$ cat config.mk
export PLATFORM = sky130hd
export DESIGN_NAME = tpc_ctrl
export DESIGN_NICKNAME = d
export VERILOG_FILES = /design/src/hdl/tpc_pkg.sv /design/src/hdl/tpc_ctrl.sv
export VERILOG_INCLUDE_DIRS = /design/src /design/src/hdl
export SDC_FILE = /design/constraint.sdc
export NUM_CORES = 1
export LEC_CHECK = 0
export BUFFER_PORTS_ARGS = -buffer_cell sky130_fd_sc_hd__clkbuf_2
export CELL_PAD_IN_SITES_DETAIL_PLACEMENT = 1
export CELL_PAD_IN_SITES_GLOBAL_PLACEMENT = 1
export CORE_MARGIN = 4
export CORE_UTILIZATION = 39
export CTS_CLUSTER_SIZE = 28
export DETAILED_ROUTE_END_ITERATION = 12
export GPL_ROUTABILITY_DRIVEN = 0
export GPL_TIMING_DRIVEN = 0
export PLACE_DENSITY_LB_ADDON = 0.1
export SLEW_MARGIN = 10
export SYNTH_ARGS = -nofsm -noshare
export SYNTH_HDL_FRONTEND = slang
export SYNTH_SLANG_ARGS = --single-unit
$ cat constraint.sdc
create_clock -name clk -period 2 [get_ports clk]
set_clock_uncertainty 0.2 [all_clocks]
set_input_delay 0 -clock clk [delete_from_list [all_inputs] [get_ports clk]]
set_output_delay 0 -clock clk [all_outputs]
set_load 0.02 [all_outputs]
$ cat src/hdl/assert_macros.svh
// Assertion macros shared by the rasterizer modules.
`ifndef ASSERT_MACROS_SVH
`define ASSERT_MACROS_SVH
// Implication checked on every clock edge outside reset.
`define ASSERT_IMPL(label, clk, rst_n, ante, cons) \
	label: assert property (@(posedge clk) disable iff (!rst_n) (ante) |-> (cons)) \
		else $error("assertion failed");
// Next-cycle implication checked outside reset.
`define ASSERT_NEXT(label, clk, rst_n, ante, cons) \
	label: assert property (@(posedge clk) disable iff (!rst_n) (ante) |=> (cons)) \
		else $error("assertion failed");
`endif

$ cat src/hdl/tpc_pkg.sv
// Package with shared types and constants of the triangle rasterizer.
package tpc_pkg;
	localparam int unsigned CFG_IDX_W = 2;
	localparam logic [CFG_IDX_W-1:0] REG_VERTEX_A = 2'd0;
	localparam logic [CFG_IDX_W-1:0] REG_VERTEX_B = 2'd1;
	localparam logic [CFG_IDX_W-1:0] REG_VERTEX_C = 2'd2;
	localparam logic [CFG_IDX_W-1:0] REG_COLOUR   = 2'd3;
	localparam logic OP_SHADE = 1'b0;
	localparam logic OP_CLEAR = 1'b1;
	localparam logic [15:0] FAR_DEPTH = 16'hFFFF;

	// One-hot controller states.
	typedef enum logic [9:0] {
		ST_IDLE  = 10'b0000000001,
		ST_EDGE  = 10'b0000000010,
		ST_COV   = 10'b0000000100,
		ST_MUL   = 10'b0000001000,
		ST_SUM   = 10'b0000010000,
		ST_DIV   = 10'b0000100000,
		ST_RD    = 10'b0001000000,
		ST_WR    = 10'b0010000000,
		ST_CLR   = 10'b0100000000,
		ST_OUT   = 10'b1000000000
	} state_t;

	// Commands from controller to datapath.
	typedef struct packed {
		logic load;      // capture input beat
		logic edge_ev;   // evaluate edges for the sample selected by sample
		logic [1:0] sample;
		logic mul;       // depth products
		logic sum;       // sum and sign handling
		logic div_start;
		logic div_step;
		logic rd;        // depth store read
		logic wr;        // depth store update
		logic clr;       // clear entry
		logic out_load;  // load result register
	} cmd_t;

	// Status from datapath to controller.
	typedef struct packed {
		logic op;
		logic div_done;
	} sts_t;
endpackage

$ cat src/hdl/tpc_ctrl.sv
// Controller state machine of the triangle rasterizer.
module tpc_ctrl import tpc_pkg::*; (
	input  logic clk,
	input  logic arst_n,
	input  logic in_fire,
	input  logic out_busy,
	input  logic clearing,
	input  sts_t sts,
	output logic in_ready,
	output cmd_t cmd
);
`include "assert_macros.svh"
	state_t state_q;
	logic [1:0] smp_q;

	assign in_ready = state_q == ST_IDLE && !clearing;

	always_comb begin
		cmd = '0;
		cmd.load = in_fire;
		cmd.sample = smp_q;
		case (state_q)
			ST_EDGE: cmd.edge_ev = 1'b1;
			ST_MUL:  cmd.mul = 1'b1;
			ST_SUM:  begin cmd.sum = 1'b1; cmd.div_start = 1'b1; end
			ST_DIV:  cmd.div_step = 1'b1;
			ST_RD:   cmd.rd = 1'b1;
			ST_WR:   cmd.wr = 1'b1;
			ST_CLR:  cmd.clr = 1'b1;
			ST_OUT:  cmd.out_load = !out_busy;
			default: ;
		endcase
	end

	always_ff @(posedge clk or negedge arst_n) begin
		if (!arst_n) begin
			state_q <= ST_IDLE;
			smp_q <= '0;
		end else begin
			case (state_q)
				ST_IDLE: if (in_fire) begin
					state_q <= ST_EDGE;
					smp_q <= '0;
				end
				ST_EDGE: begin
					if (sts.op == OP_CLEAR) state_q <= ST_CLR;
					else if (smp_q == 2'd3) state_q <= ST_COV;
					smp_q <= smp_q + 2'd1;
				end
				ST_COV:  state_q <= ST_MUL;
				ST_MUL:  state_q <= ST_SUM;
				ST_SUM:  state_q <= ST_DIV;
				ST_DIV:  if (sts.div_done) state_q <= ST_RD;
				ST_RD:   state_q <= ST_WR;
				ST_WR:   state_q <= ST_OUT;
				ST_CLR:  state_q <= ST_OUT;
				ST_OUT:  if (!out_busy) state_q <= ST_IDLE;
				default: state_q <= ST_IDLE;
			endcase
		end
	end

	`ASSERT_IMPL(a_onehot, clk, arst_n, 1'b1, $onehot(state_q))
	`ASSERT_NEXT(a_fire_edge, clk, arst_n, in_fire, state_q == ST_EDGE)
	`ASSERT_IMPL(a_wr_clr, clk, arst_n, cmd.wr, !cmd.clr)
endmodule

Word level (Yosys, flattened, before mapping)
Cells that the tools add are included.
Widths: inputs -> output; s select.
Storage, ports and cells
  register bits: 12
  input port bits: 7
  logic and storage cells: 41
Cells by class
  add/sub/neg operators: 1
  equal/unequal tests: 15
  muxes and demuxes: 16
  reductions and logical operators: 7
Operators by type and width (number)
  $pmux 10 s9: 1
  $mux 10: 5
  $eq 10x1->1 const B: 1
  $eq 10x10->1 const B: 1
  $eq 10x2->1 const B: 1
  $eq 10x3->1 const B: 1
  $eq 10x4->1 const B: 1
  $eq 10x5->1 const B: 1
  $eq 10x6->1 const B: 1
  $eq 10x7->1 const B: 1
  $eq 10x8->1 const B: 1
  $eq 10x9->1 const B: 1
  $mux 1: 7
  $ne 2x2->1 const B: 3
  $mux 2: 2
  $pmux 2 s2: 1
  $reduce_and 4->1: 1
  $ne 3x3->1 const B: 1
  $add 2x1->2 const B: 1
  $eq 2x2->1 const B: 1
  $logic_not 1->1: 2
  $reduce_and 2->1: 1
  $reduce_bool 2->1: 1
  $reduce_or 2->1: 1
  $logic_and 1x1->1: 1

Logic depth before layout (Yosys ltp)
  depth in word-level cells: 4
  depth in mapped cells: 5

Least setup slack after synthesis
No wires, ideal clock.
  path type: flip-flop to output port
  start: register state_q[9]
  end: output port cmd[7] in the netlist's numbering
  arrival time: 1697 ps
  setup slack: 103 ps
  cell stages (with the launch flop): 5
  path buffers: 1
  path through: dfrtp_1 > buf_6 > nor3_4 > nand3_1 > nor4b_1
RTL lines
  from (decl): RTL line tpc_ctrl.sv:13  | state_t state_q;
  from (signal assigned): RTL line tpc_ctrl.sv:37  | state_q <= ST_IDLE;
  from (signal assigned): RTL line tpc_ctrl.sv:42  | state_q <= ST_EDGE;
  from (signal assigned): RTL line tpc_ctrl.sv:46  | if (sts.op == OP_CLEAR) state_q <= ST_CLR;
  to (decl): RTL line tpc_ctrl.sv:10  | output cmd_t cmd

==> flow_metrics.tcl <==
set metrics [dict create \
    maxCapViolCount 0 \
    dp_slack_ps 246 \
    finalHoldViolCount 0 \
    synth-edff-count 0 \
    synth.top_cells.by_area "dfrtp_1 35%, nor4b_1 7.8%, nor3_4 4.1%" \
    synth_ff_type "dfrtp_1" \
    critPathMaxFanout 10 \
    core_area_sq_mm 0.00182 \
    clockBufferDepth 2 \
    fillers 223 \
    ys_top_cells_by_count "11 x dfrtp_1, 8 x nor2_1, 7 x nor4b_1" \
    numPortBuffers 19 \
    critPathLaunchType "flop" \
    nets 116 \
    powerDensity_mw_per_mm2 961 \
    maxSlewHeadroom 0.647 \
    switching_share 0.397 \
    crit_path_end_kind "primary output" \
    required_ps 1800 \
    num_rows 15 \
    cts.reportedPaths.clkPinSlew_ps 80 \
    crit_start "state_q[9]" \
    viasPerCell 5.32 \
    cts_made_buffers 3 \
    pin_count 20 \
    firstDrtPassIters 4 \
    diodes 0 \
    num_vias 702 \
    cts_root_buf "clkbuf_4" \
    grt_max_degree 12 \
    setup_ws_ps 56.9 \
    rr_startpoint "state_q[2]" \
    area_growth_pct 36.1 \
    synthesis.nets 83 \
    grt_pass1_vias 730 \
    drt_iter0_drc 8 \
    worstPathArrival_ps 1740 \
    grt_pass1_wl_mm 3.53 \
    cts_tree "done" \
    hold_path.class "in -> async" \
    ys_ff_latch 12 \
    maxSlewViolCount 0 \
    clkLatencyLatePin_ps 280 \
    p_sw_w 0.000408 \
    dp_hpwl_mm 1.31 \
    ir_drop_mv 0.723 \
    clkPwrFrac 0.192 \
    tightest_slew_ps 528 \
    cts.sinks 12 \
    postRouteAntennaNets 0 \
    status "completed" \
    finalCriticalPeriod_ps 1940 \
    cts_max_level 1 \
    antenna_found_initial 0 \
    seq_area_frac_synth 0.383 \
    synth_top_area_frac 0.350 \
    syn_area_sq_um 787 \
    rsz0062_at_grt "true" \
    ys_warn_count 0 \
    p_int_w 0.000621 \
    postRouteWirelength_mm 2.11 \
    drive_gt1_frac 0.458 \
    start_util 0.432 \
    period_share 0.972 \
    syn-instance-count 75 \
    die-area_sq_mm 0.00280 \
    syn_avg_cell_area_sq_um 10.5 \
    die_y_um 52.9 \
    async_flop_share 1.00 \
    drcViolationCount 0 \
    wl_per_cell_um 16.0 \
    synth.most_common_cell "dfrtp_1" \
    track_usage 0.175 \
    report.power.total_w 0.00103 \
    fmaxAchievable_mhz 515 \
    finalSetupViolations 0 \
    fp.dieW_um 52.9 \
    ys_types 37 \
    power_frac_comb 0.482 \
    seqPwrFrac 0.326 \
    yosysTopAreaCell "dfrtp_1" \
    grt_overflow 0 \
    worstSetupPathType "reg -> out" \
    cellLeakagePower_nw 0.522 \
]
==> kinds of logic (layout without fill, tap and decap cells) <==
family | count (synthesis) | in the layout | synth area share
and+or+nand+nor | 38 | 38 | 0.351
xor gates and xnor gates | 2 | 2 | 0.0223
adders and majority gates | 1 | 1 | 0.0159
buffers and inverters | 6 | 38 | 0.0588
AOI/OAI and AO/OA | 15 | 15 | 0.149
DFF | 12 | 12 | 0.383
muxes | 1 | 1 | 0.0191
==> flip-flops by register name (all words and copies together) (netlist names) <==
| name | count |
|---|---|
| state_q | 10 |
| smp_q | 2 |
==> area by class of cell <==
type	instances	area [sq um]	share of cell area
multi-input combinational	57	472	0.440
sequential	12	303	0.283
timing repair buffer	28	183	0.171
buffer	5	42.5	0.0397
clock buffer	4	36.3	0.0339
tap	25	31.3	0.0292
inverter	1	3.75	0.00350
==> path summary, 6_finish.rpt <==
path	to	slack, ps	depth (start not counted)
setup / recovery	cmd[7]	60	5
hold / removal	state_q[0]	40	2
setup reg to reg	state_q[1]	130	8
hold reg to reg	state_q[7]	370	2
max in group asynchronous	state_q[7]	580	3
min in group clk	in_ready	70	3
==> cells in the final DEF (no fill, tap or decap), drive strengths merged <==
master | synthesis | routed
a211oi | 1 | 1
buf | 4 | 10
o21bai | 1 | 1
and2 | 3 | 3
o21a | 1 | 1
inv | 1 | 1
o32ai | 2 | 2
nand3 | 4 | 4
xor2 | 1 | 1
xnor2 | 1 | 1
dfstp | 1 | 1
o211ai | 1 | 1
nand3b | 1 | 1
ha | 1 | 1
nor2 | 8 | 8
nor3 | 3 | 3
dlygate4sd3 | 0 | 6
mux2 | 1 | 1
o211a | 1 | 1
dfrtp | 11 | 11
and3b | 1 | 1
a21oi | 1 | 1
o21ai | 5 | 5
nand4bb | 1 | 1
nand2b | 3 | 3
or2 | 2 | 2
and2b | 1 | 1
nor4b | 7 | 7
clkbuf | 1 | 21
nor2b | 2 | 2
nor4 | 1 | 1
nand2 | 1 | 1
a22o | 2 | 2
==> metrics by stage <==
| step | util | hold WS (ps) | cell area (sq um) | cells | TNS, ps |
|---|---|---|---|---|---|
| floorplan | - | -496 | 787 | 75 | 0 |
| global placement | 0.502 | -295 | 913 | 119 | 0 |
| detailed placement | 0.502 | -294 | 913 | 119 | 0 |
| CTS | 0.569 | 17.9 | 1040 | 130 | 0 |
| global route | 0.588 | 76.8 | 1070 | 132 | -244 |
| finish | 0.588 | 44.1 | 1070 | 132 | 0 |
==> critical path, cell delays in order, from the launching register on <==
cell and delay [ps]:
dfrtp_1 380, buf_6 140, nor3_4 280, nand3_2 170, nor4b_1 290, buf_2 210
==> layer usage <==
layer  vias up  wire length (um)  GRT usage
met5         -                 0          0
met4         0                12     0.0255
met3         2                93     0.0535
met2        16              1130      0.312
met1       345               870      0.209
li1        339                 -          -
==> repair_timing <==
| action | in CTS | in global routing |
|---|---|---|
| setup endpoints to repair | 4 | 8 |
| pin swaps | 1 | 1 |
| endpoints found under the hold margin | 19 | 0 |
| resized for setup | 4 | 9 |
| hold buffers | 6 | 0 |
| setup buffers | 1 | 2 |
==> power groups by stage <==
stage / Sequential [W] / Combinational [W] / Clock [W]
2_1_floorplan: 0.000343 / 0.000299 / 0
3_3_place_gp: 0.000333 / 0.000402 / 0
3_5_place_dp: 0.000336 / 0.000414 / 0
4_1_cts: 0.000332 / 0.000440 / 0.000201
5_1_grt: 0.000344 / 0.000549 / 0.000212
6_report: 0.000336 / 0.000496 / 0.000198
No activity file was read; power rests on OpenSTA's default activity.
